## config.mk

```make
export PLATFORM = sky130hd
export DESIGN_NAME = pidl_cell
export DESIGN_NICKNAME = d
export VERILOG_FILES = /design/src/hdl/pidl_pkg.sv /design/src/hdl/pidl_cell.sv
export SDC_FILE = /design/constraint.sdc
export NUM_CORES = 1
export LEC_CHECK = 0
export ABC_AREA = 1
export BUFFER_PORTS_ARGS = -buffer_cell sky130_fd_sc_hd__buf_2
export CORE_ASPECT_RATIO = 0.6
export CORE_MARGIN = 2
export CORE_UTILIZATION = 45
export DETAILED_ROUTE_END_ITERATION = 16
export PLACE_DENSITY = 0.8
export SLEW_MARGIN = 10
export SYNTH_ARGS = -nofsm -noshare
export SYNTH_HDL_FRONTEND = slang
export SYNTH_SLANG_ARGS = --single-unit
```

## constraint.sdc

```tcl
create_clock -name clk -period 1.1 [get_ports clk]
set_input_delay 0.22 -clock clk [delete_from_list [all_inputs] [get_ports clk]]
set_output_delay 0.22 -clock clk [all_outputs]
set_load 0.02 [all_outputs]
```

## src/hdl/pidl_pkg.sv

```systemverilog
// ----------------------------------------------------------------------------
// pidl_pkg
// Shared sizes, codes and control types of the positional list.
// ----------------------------------------------------------------------------
package pidl_pkg;

  localparam int DEPTH      = 64;
  localparam int WORD_WIDTH = 32;

  localparam int MODE_W   = 3;
  localparam int POS_W    = 7;
  localparam int VALUE_W  = 32;
  localparam int STATUS_W = 2;
  localparam int COUNT_W  = 7;
  localparam int CAP_W    = 7;

  localparam int LEN_W = $clog2(DEPTH + 1);
  localparam int CMP_W = (LEN_W > POS_W) ? LEN_W : POS_W;
  localparam int WX_W  = (WORD_WIDTH > VALUE_W) ? WORD_WIDTH : VALUE_W;

  localparam logic [CAP_W-1:0] CAP_RESET = 7'd64;

  typedef enum logic [MODE_W-1:0] {
    MODE_READ   = 3'd0,
    MODE_INSERT = 3'd1,
    MODE_APPEND = 3'd2,
    MODE_DELETE = 3'd3,
    MODE_CLEAR  = 3'd4
  } mode_t;

  typedef enum logic [STATUS_W-1:0] {
    ST_OK    = 2'd0,
    ST_RANGE = 2'd1,
    ST_FULL  = 2'd2
  } status_t;

  // operation decided for the current word
  typedef struct packed {
    logic             ins;
    logic             del;
    logic             clr;
    logic             rd;
    logic [CMP_W-1:0] point;
  } op_t;

  // per-cell move control
  typedef struct packed {
    logic load;
    logic take_left;
    logic take_right;
    logic clr;
  } cell_ctl_t;

endpackage

```

## src/hdl/pidl_cell.sv

```systemverilog
// ----------------------------------------------------------------------------
// pidl_cell
// One list slot: holds a word, loads a new one, takes a neighbor's or clears.
// ----------------------------------------------------------------------------
module pidl_cell (
  input  logic                                 clk,
  input  logic                                 rst,
  input  pidl_pkg::cell_ctl_t                  ctl,
  input  logic [pidl_pkg::WORD_WIDTH-1:0]      left,
  input  logic [pidl_pkg::WORD_WIDTH-1:0]      right,
  input  logic [pidl_pkg::WORD_WIDTH-1:0]      load_word,
  output logic [pidl_pkg::WORD_WIDTH-1:0]      word
);

  always_ff @(posedge clk) begin
    if (rst || ctl.clr) begin
      word <= '0;
    end else if (ctl.load) begin
      word <= load_word;
    end else if (ctl.take_left) begin
      word <= left;
    end else if (ctl.take_right) begin
      word <= right;
    end
  end

endmodule

```

==> results.cfg <==
[timing]
rsz0062_at_grt = no
tightest_slew_ps = 218
hold_violations = 0
period_share_pct = 93.4
period_needed_ps = 1030
tns_ps = 0
fin_skew_ps = 0
slew_headroom_pct = 85.5
fin_hold_ws_ps = 274
report.final.slew_viol_count = 0
fmax_mhz = 973
setup_violations = 0

[grt]
grtUsageTotal_pct = 22.4
grt_pass1_vias = 2571
grt_start_max_net_pins = 37
grt_antenna_before_repair = 0
grt_pass1_wl_mm = 11.0
grt_overflow = 0

[clock_tree]
clkLatencyLatePin_ps = 270
cts_htree_levels = 2
ctsHoldBuffers = 0
cts_root_buffer = clkbuf_8
numCtsBuffers = 5
cts_num_sinks = 32
cts_setup_buffers = 0
clockBufferDepth = 2
cts_tree = yes
path_clk_slew_ps = 70
cts-resized-gates = 0

[cells_and_area]
drive_above_1_share_pct = 27.6
final_common_cell = buf_2
mostFrequentLayoutCells = 133 x buf_2, 128 x nand2_1, 128 x inv_1
largest_reg_flops = 32
top_regs = word: 32 flops
nNetsFinal = 678
stdcell_area_sq_mm = 0.00332
layoutNonFillerInstCount = 643
largest-register = word
antenna_cells = 0
area_growth_pct = 33.8

[placement]
place_area_sq_mm = 0.00323
gp_congestion = 0.818
dp_cells = 635
io_buffers = 133
dp.final_hpwl_mm = 5.26

[worst_setup_path]
timing.critical_path.buf_inv = 1
cp-end-kind = output pin
cp_max_fo = 2
start_kind = flop
crit_type = reg2out
path_delay_family = flip-flops
crit_required_ps = 880
slowest_stage = dfxtp_1
crit_chain = buf_2
cp.arrival_ps = 810
slowest_delay_ps = 360

[floorplanning]
start_util_pct = 48.0
row_count = 20
io_pins = 134
core_area_sq_mm = 0.00518
die_h_microns = 61.6
die_x_microns = 99.9
dieArea_sq_mm = 0.00615

[detailed_routing]
drc = 0
via_per_inst = 4.68
antenna_left = 0
vias = 3012
dr.first_iter.drc_count = 81
first_pass_iters = 4
drt-total-wl_mm = 6.91
routedWlPerCell_microns = 10.7

[synth]
synth_seq_cells = 32
syn_nets = 552
syn_area_per_cell_sq_um = 5.52
yosys_warnings = 0
syn_area_sq_mm = 0.00248
ys_types = 12
ys_seq_area_share_pct = 25.8
synthesis.instances = 450

[pwr]
p_leak_nw = 2.10
peakVddDrop_mv = 0.516
cellPowerDensity_mw_per_mm2 = 937

[min_path]
min_path_type = in2reg

[run_status]
outcome = completed

[flow_run]
cap_violations = 0
[per-stage QoR]
| step | total power [W] | worst slack [ps] | utilization [%] |
|---|---|---|---|
| after floorplan | 0.00184 | 190 | - |
| after global placement | 0.00218 | 61.2 | 62.4 |
| after detailed placement | 0.00220 | 30.6 | 62.4 |
| after CTS | 0.00313 | 77.7 | 64.2 |
| after global routing | 0.00330 | 35.1 | 64.2 |
| final | 0.00312 | 72.1 | 64.2 |
[Yosys cell counts, drive strengths merged]
cell   instances  area [sq um]
nor2           2          23.8
nand3         64           320
inv          130           490
a21oi         64           320
dfxtp         32           641
nand2        128           480
buf           30           209
[cell families (layout without fill, tap and decap cells)]
kind of cell | after synthesis | after routing | share of synthesized area [%]
AND/OR/NAND/NOR | 194 | 194 | 33.2
flip-flops | 32 | 32 | 25.8
buffers and inverters | 160 | 287 | 28.1
AO/OA/AOI/OAI | 64 | 64 | 12.9
[layout make-up]
cell class	instances	area [sq um]
Sequential cell	32	641
Inverter	130	490
Fill cell	497	1860
Timing Repair Buffer	149	873
Multi-Input combinational cell	258	1150
Tap cell	66	82.6
Clock buffer	8	90.1
[path summary, 6_finish.rpt]
path                   from  endpoint  slack [ps]  cells past startpoint
setup / recovery    word[3]   word[3]          70                      1
hold / removal    right[28]  word[28]         270                      5
setup reg to reg   word[31]  word[31]         390                      4
hold reg to reg    word[18]  word[18]         550                      4
[metal layers]
| metal | global-route usage [%] | up-vias | part of all wire, % |
|---|---|---|---|
| met5 | 0 | - | 0 |
| met4 | 5.09 | 0 | 0.33 |
| met3 | 5.79 | 2 | 8.4 |
| met2 | 40.1 | 100 | 46 |
| met1 | 27.9 | 1334 | 46 |
| li1 | - | 1576 | - |
[report_power, final]
group | internal [W] | total, W | switching, W
registers | 0.00122 | 0.00125 | 0.0000326
logic | 0.000404 | 0.000921 | 0.000517
clock network | 0.000511 | 0.000939 | 0.000429
No activity file was read; power rests on OpenSTA's default activity.
