`config.mk`:
```
export PLATFORM = sky130hd
export DESIGN_NAME = pidl_ctrl
export DESIGN_NICKNAME = d
export VERILOG_FILES = /design/src/hdl/pidl_pkg.sv /design/src/hdl/pidl_ctrl.sv
export SDC_FILE = /design/constraint.sdc
export NUM_CORES = 1
export LEC_CHECK = 0
export ABC_CLOCK_PERIOD_IN_PS = 4400
export BUFFER_PORTS_ARGS = -buffer_cell sky130_fd_sc_hd__buf_4
export CAP_MARGIN = 10
export CELL_PAD_IN_SITES_DETAIL_PLACEMENT = 0
export CELL_PAD_IN_SITES_GLOBAL_PLACEMENT = 1
export CORE_AREA = 2 2 61 106
export CTS_CLUSTER_SIZE = 40
export DETAILED_ROUTE_END_ITERATION = 12
export DIE_AREA = 0 0 63 108
export PLACE_DENSITY = 0.69
export SETUP_SLACK_MARGIN = 0.4
export SYNTH_ARGS = -nofsm -noshare
export SYNTH_HDL_FRONTEND = slang
export SYNTH_SLANG_ARGS = --single-unit
```
`constraint.sdc`:
```
create_clock -name clk -period 4.4 [get_ports clk]
set_input_delay 0 -clock clk [delete_from_list [all_inputs] [get_ports clk]]
set_output_delay 0 -clock clk [all_outputs]
set_load 0.01 [all_outputs]
```
`src/hdl/pidl_pkg.sv`:
```
// ----------------------------------------------------------------------------
// pidl_pkg
// Shared sizes, codes and control types of the positional list.
// ----------------------------------------------------------------------------
package pidl_pkg;

  localparam int DEPTH      = 64;
  localparam int WORD_WIDTH = 32;

  localparam int MODE_W   = 3;
  localparam int POS_W    = 7;
  localparam int VALUE_W  = 32;
  localparam int STATUS_W = 2;
  localparam int COUNT_W  = 7;
  localparam int CAP_W    = 7;

  localparam int LEN_W = $clog2(DEPTH + 1);
  localparam int CMP_W = (LEN_W > POS_W) ? LEN_W : POS_W;
  localparam int WX_W  = (WORD_WIDTH > VALUE_W) ? WORD_WIDTH : VALUE_W;

  localparam logic [CAP_W-1:0] CAP_RESET = 7'd64;

  typedef enum logic [MODE_W-1:0] {
    MODE_READ   = 3'd0,
    MODE_INSERT = 3'd1,
    MODE_APPEND = 3'd2,
    MODE_DELETE = 3'd3,
    MODE_CLEAR  = 3'd4
  } mode_t;

  typedef enum logic [STATUS_W-1:0] {
    ST_OK    = 2'd0,
    ST_RANGE = 2'd1,
    ST_FULL  = 2'd2
  } status_t;

  // operation decided for the current word
  typedef struct packed {
    logic             ins;
    logic             del;
    logic             clr;
    logic             rd;
    logic [CMP_W-1:0] point;
  } op_t;

  // per-cell move control
  typedef struct packed {
    logic load;
    logic take_left;
    logic take_right;
    logic clr;
  } cell_ctl_t;

endpackage

```
`src/hdl/pidl_ctrl.sv`:
```
// ----------------------------------------------------------------------------
// pidl_ctrl
// Length and capacity registers, request decode and status.
// ----------------------------------------------------------------------------
module pidl_ctrl (
  input  logic                              clk,
  input  logic                              rst,
  input  logic                              acc,
  input  logic [pidl_pkg::MODE_W-1:0]       mode,
  input  logic [pidl_pkg::POS_W-1:0]        position,
  input  logic                              cfg_we,
  input  logic [pidl_pkg::CAP_W-1:0]        cfg_data,
  output pidl_pkg::op_t                     op,
  output logic [pidl_pkg::STATUS_W-1:0]     status,
  output logic [pidl_pkg::LEN_W-1:0]        len_next
);

  logic [pidl_pkg::LEN_W-1:0]  len;
  logic [pidl_pkg::CAP_W-1:0]  cap;
  logic [pidl_pkg::CMP_W-1:0]  pos_x;
  logic [pidl_pkg::CMP_W-1:0]  len_x;
  logic [pidl_pkg::CMP_W-1:0]  cap_x;
  logic [pidl_pkg::CMP_W-1:0]  dep_x;
  logic [pidl_pkg::CMP_W-1:0]  lim;
  logic                        ins_ok;
  logic                        del_ok;
  logic                        clr_ok;

  always_ff @(posedge clk) begin
    if (rst) begin
      cap <= pidl_pkg::CAP_RESET;
    end else if (cfg_we) begin
      cap <= cfg_data;
    end
  end

  always_ff @(posedge clk) begin
    if (rst) begin
      len <= '0;
    end else if (acc) begin
      len <= len_next;
    end
  end

  always_comb begin
    pos_x    = pidl_pkg::CMP_W'(position);
    len_x    = pidl_pkg::CMP_W'(len);
    cap_x    = pidl_pkg::CMP_W'(cap);
    dep_x    = pidl_pkg::CMP_W'(pidl_pkg::DEPTH);
    lim      = (cap_x > dep_x) ? dep_x : cap_x;
    status   = pidl_pkg::ST_OK;
    len_next = len;
    ins_ok   = 1'b0;
    del_ok   = 1'b0;
    clr_ok   = 1'b0;
    op.rd    = 1'b0;
    op.point = pos_x;
    case (mode)
      pidl_pkg::MODE_READ: begin
        if (pos_x < len_x) begin
          op.rd = 1'b1;
        end else begin
          status = pidl_pkg::ST_RANGE;
        end
      end
      pidl_pkg::MODE_INSERT, pidl_pkg::MODE_APPEND: begin
        if (mode == pidl_pkg::MODE_APPEND) begin
          op.point = len_x;
        end
        if (op.point > len_x) begin
          status = pidl_pkg::ST_RANGE;
        end else if (len_x >= lim) begin
          status = pidl_pkg::ST_FULL;
        end else begin
          ins_ok   = 1'b1;
          len_next = len + 1'b1;
        end
      end
      pidl_pkg::MODE_DELETE: begin
        if (pos_x < len_x) begin
          del_ok   = 1'b1;
          len_next = len - 1'b1;
        end else begin
          status = pidl_pkg::ST_RANGE;
        end
      end
      pidl_pkg::MODE_CLEAR: begin
        clr_ok   = 1'b1;
        len_next = '0;
      end
      default: begin
        status = pidl_pkg::ST_RANGE;
      end
    endcase
    op.ins = acc && ins_ok;
    op.del = acc && del_ok;
    op.clr = acc && clr_ok;
  end

  a_len_bound: assert property (@(posedge clk) disable iff (rst)
    pidl_pkg::CMP_W'(len) <= pidl_pkg::CMP_W'(pidl_pkg::DEPTH))
    else $error("list length above store depth");

  a_clear_empties: assert property (@(posedge clk) disable iff (rst)
    acc && mode == pidl_pkg::MODE_CLEAR |=> len == '0)
    else $error("clear left a nonzero length");

  a_len_idle: assert property (@(posedge clk) disable iff (rst)
    !acc |=> $stable(len))
    else $error("length moved without a request");

  a_one_move: assert property (@(posedge clk)
    $onehot0({op.ins, op.del, op.clr}))
    else $error("more than one list operation at once");

endmodule

```
==> out/qor.csv <==
stage,metric,value,unit
critical_path,Crit-path slowest cell,dfxtp_1,
logic_synthesis,Post-synth EDFFs,0,
cts,TritonCTS clock tree,built,
cts,"Clk pin slew, worst setup/hold paths",0.06,ns
critical_path,crit end category,output port,
floorplan,DIE HEIGHT,108,um
critical_path,Critical Path RT,4.40,ns
cts,Worst-Skew Late Latency,0.25,ns
critical_path,flop2flop setup slack,1.63,ns
logic_synthesis,commonest register cell after synthesis,dfxtp_1,
floorplan,die area,0.00680,mm^2
cells_and_area,number of fill cells in the layout,630,
critical_path,WP data arrival,3.06,ns
logic_synthesis,"FF+latch count, synth",14,
min_path,WHS Path Cells,2,
min_path,HP Class,input pin to register,
pwr,pwr/cell area,202,mW/mm^2
critical_path,peak per-stage delay on the critical path,0.56,ns
drt,DR iter-0 viols,81,
grt,largest net degree at the start of global routing,16,
logic_synthesis,synth warn,0,
cts,total CTS buffers,3,
cells_and_area,Post-Layout Cell Count,345,
timing,fmax,0.327,GHz
timing,TNS Setup,0,ns
timing,Final Skew,0.00177,ns
drt,DR vias,1802,
drt,Antenna Nets Post-Route,0,
logic_synthesis,syn nets,267,
logic_synthesis,Synth Area in Adders,16.0,%
logic_synthesis,Netlist Area Pre-Place,0.00172,mm^2
cells_and_area,post-route cell area,0.00221,mm^2
floorplan,I/O pin cnt,41,
grt,grt ovf,0,
cells_and_area,"Area growth, synth to finish",28.8,%
logic_synthesis,post-synthesis simple-gate area fraction,22.6,%
timing,RSZ-0062 raised after global routing,false,
timing,Fin. Hold Viols,0,
outcome,status,"complete, no violations",
floorplan,core area,0.00588,mm^2
cts,total clock sinks,14,
critical_path,CP Buf/Inv Count,2,
timing,"Slew Viols, Final",0,
logic_synthesis,"FFs w/ async S/R, synth",0,%
logic_synthesis,Yosys cell types,50,
cts,clk buf depth,2,
critical_path,worst-path cell chain,inv_1 -> ha_1 -> a21oi_1 -> o21ai_0 -> o22a_1 -> or3_4 -> xnor2_1 -> a2111o_1 -> buf_4,
cells_and_area,Seq. cell area,280,um^2
drt,drt total wl,5200,um
logic_synthesis,mean post-synth cell area,7.67,um^2
logic_synthesis,largest family of logic cells by synthesized area,compound AO/OA/AOI/OAI gates,
logic_synthesis,multiplexer area fraction after synthesis,13.7,%
grt,GRT Resource Usage Total,15.8,%
grt,vias in the first global route,1759,
floorplan,initial core utilization,29.2,%
cells_and_area,Diodes inserted,0,
flow_run,Max Cap Viol,0,
timing,Final Cycle Share,69.6,%
cells_and_area,multi-input logic area,0.00136,mm^2
grt,antenna violations before repair,0,
logic_synthesis,"Seq/Total Area, Yosys",16.3,%
cells_and_area,fin util,37.7,%
critical_path,"CP delay by family, top",compound AO/OA/AOI/OAI gates,
place,# port buffers,40,
drt,vias per inst,5.22,
cts,setup bufs post-CTS,0,
place,DP HPWL,4160,um
place,placer congestion estimate,0.924,
timing,slew margin rel.,61.9,%
cts,Root Buffer Master,clkbuf_8,
cells_and_area,fraction of layout cells with a size suffix above 1,24.3,%
timing,worst slew pin tran,0.565,ns
cts,H-tree Lvls,1,
place,placed inst area,0.00209,mm^2
place,Inst Count DP,334,
logic_synthesis,Synth Area in Compound Gates,25.0,%
logic_synthesis,Mapped Cells,224,
cells_and_area,nets@finish,311,
critical_path,CP Launch Type,register,
drt,wire per inst,15.1,um
critical_path,crit path max fanout,11,
timing,"Setup violations, final",0,
critical_path,kind of critical path,register to output port,
drt,residual DRC count,0,
drt,First-pass DRT Iterations,4,
logic_synthesis,Post-Synth XOR/XNOR Area,1.53,%
grt,global-route wire length before repair,8500,um
timing,minimum clock period,3.06,ns
floorplan,Die X,63,um
pwr,VDD IR max,0.0774,mV
critical_path,R2R depth,9,
floorplan,row cnt,37,
critical_path,Stages on worst setup path,9,
pwr,leakage power,0.985,nW
[cell usage after synthesis, types with 2 or more instances]
cell type / n / area share, %
a21o_1: 3 / 1.3
dfxtp_1: 14 / 16
nor4b_1: 2 / 1.0
a311oi_1: 3 / 1.5
inv_1: 12 / 2.6
nand2b_1: 3 / 1.1
nor2_1: 24 / 5.2
and2_1: 3 / 1.1
o21a_1: 2 / 0.87
a211oi_1: 3 / 1.3
o21ai_0: 6 / 1.7
o22a_1: 2 / 1.0
ha_1: 22 / 16
a21oi_1: 18 / 5.2
nor3_1: 5 / 1.5
xnor2_1: 3 / 1.5
nand3_1: 6 / 1.7
nor2b_1: 2 / 0.73
and3_1: 3 / 1.1
a211o_1: 2 / 1.0
clkbuf_1: 8 / 1.7
mux2i_1: 10 / 5.8
mux2_2: 12 / 7.9
a21oi_2: 2 / 1.0
nand2_1: 27 / 5.9
a22o_1: 3 / 1.5
[layout by cell type (no fill, tap or decap), types with 2 or more instances in the layout]
master and instances:
buf_4 41, nand2_1 27, nor2_1 24, ha_1 22, a21oi_1 18, dfxtp_1 14, inv_1 12, mux2_2 12
mux2i_1 10, dlygate4sd3_1 7, o21ai_0 6, nand3_1 6, nor3_1 5, clkbuf_8 4, nand2b_1 3, a211oi_1 3
a21o_1 3, a311oi_1 3, a22o_1 3, xnor2_1 3, and2_1 3, and3_1 3, a211o_1 2, nor2b_1 2
o22a_1 2, a21oi_2 2, nor4b_1 2, o21a_1 2
[layer usage]
metal  track usage (%)  up-vias  routed length (um)
met3              1.56       16                 164
met2              29.4       48                2750
met4              8.41        0                 212
met5                 0        -                   0
met1              17.3      830                2060
li1                  -      908                   -
[path summary, 6_finish.rpt]
path | startpoint | end
min reg2reg | cap[5] | cap[5]
max | len[4] | len_next[4]
max reg2reg | len[4] | len[6]
min | rst | len[5]
[final cells by class]
type	count	share of cell area, %
clock buffer	4	2.49
inverter	13	2.20
multi-input combinational	188	61.2
sequential	14	12.7
tap	78	4.41
timing repair buffer	48	17.1
[kinds of logic (layout without fill, tap and decap cells)]
logic type | Yosys count | after routing
adder cells (fa/ha/maj) | 22 | 22
XOR/XNOR | 3 | 3
buffers and inverters | 22 | 65
flip-flops | 14 | 14
multiplexers | 22 | 22
AO/OA/AOI/OAI | 59 | 59
AND/OR/NAND/NOR | 82 | 82
[flip-flops by register name (all words and copies together), names as in the netlist]
signal and cells:
cap 7, len 7
[where the power goes]
part / total, mW / leakage (nW) / internal [mW] / switching (mW)
Combinational: 0.177 / 0.842 / 0.0821 / 0.0948
Clock: 0.128 / 0.0288 / 0.0794 / 0.0489
Sequential: 0.142 / 0.115 / 0.133 / 0.00912
Total: 0.448 / 0.985 / 0.295 / 0.153
[worst reg2reg max path: cells and delay by family, from the launching register on]
| family | cells | cell delay, ns |
|---|---|---|
| multiplexers | 1 | 0.23 |
| AO/OA/AOI/OAI | 5 | 0.86 |
| buffers and inverters | 1 | 0.20 |
| flip-flops | 1 | 0.56 |
| AND/OR/NAND/NOR | 1 | 0.46 |
| adder cells (fa/ha/maj) | 1 | 0.35 |
[per-stage QoR]
| stage | power (mW) | setup WS, ns | hold WS (ns) |
|---|---|---|---|
| after CTS | 0.453 | 1.35 | 0.0588 |
| after floorplan | 0.251 | 1.32 | 0.0689 |
| after detailed placement | 0.317 | 1.41 | 0.236 |
| after global placement | 0.318 | 1.44 | 0.231 |
| after global routing | 0.477 | 1.13 | 0.0668 |
| final | 0.448 | 1.34 | 0.0610 |
[timing repair]
item | in CTS | in global routing
hold endpoints to repair | 7 | 0
hold buffers | 7 | 0
gates resized for setup | 0 | 0
(Power assumes the default switching activity.)
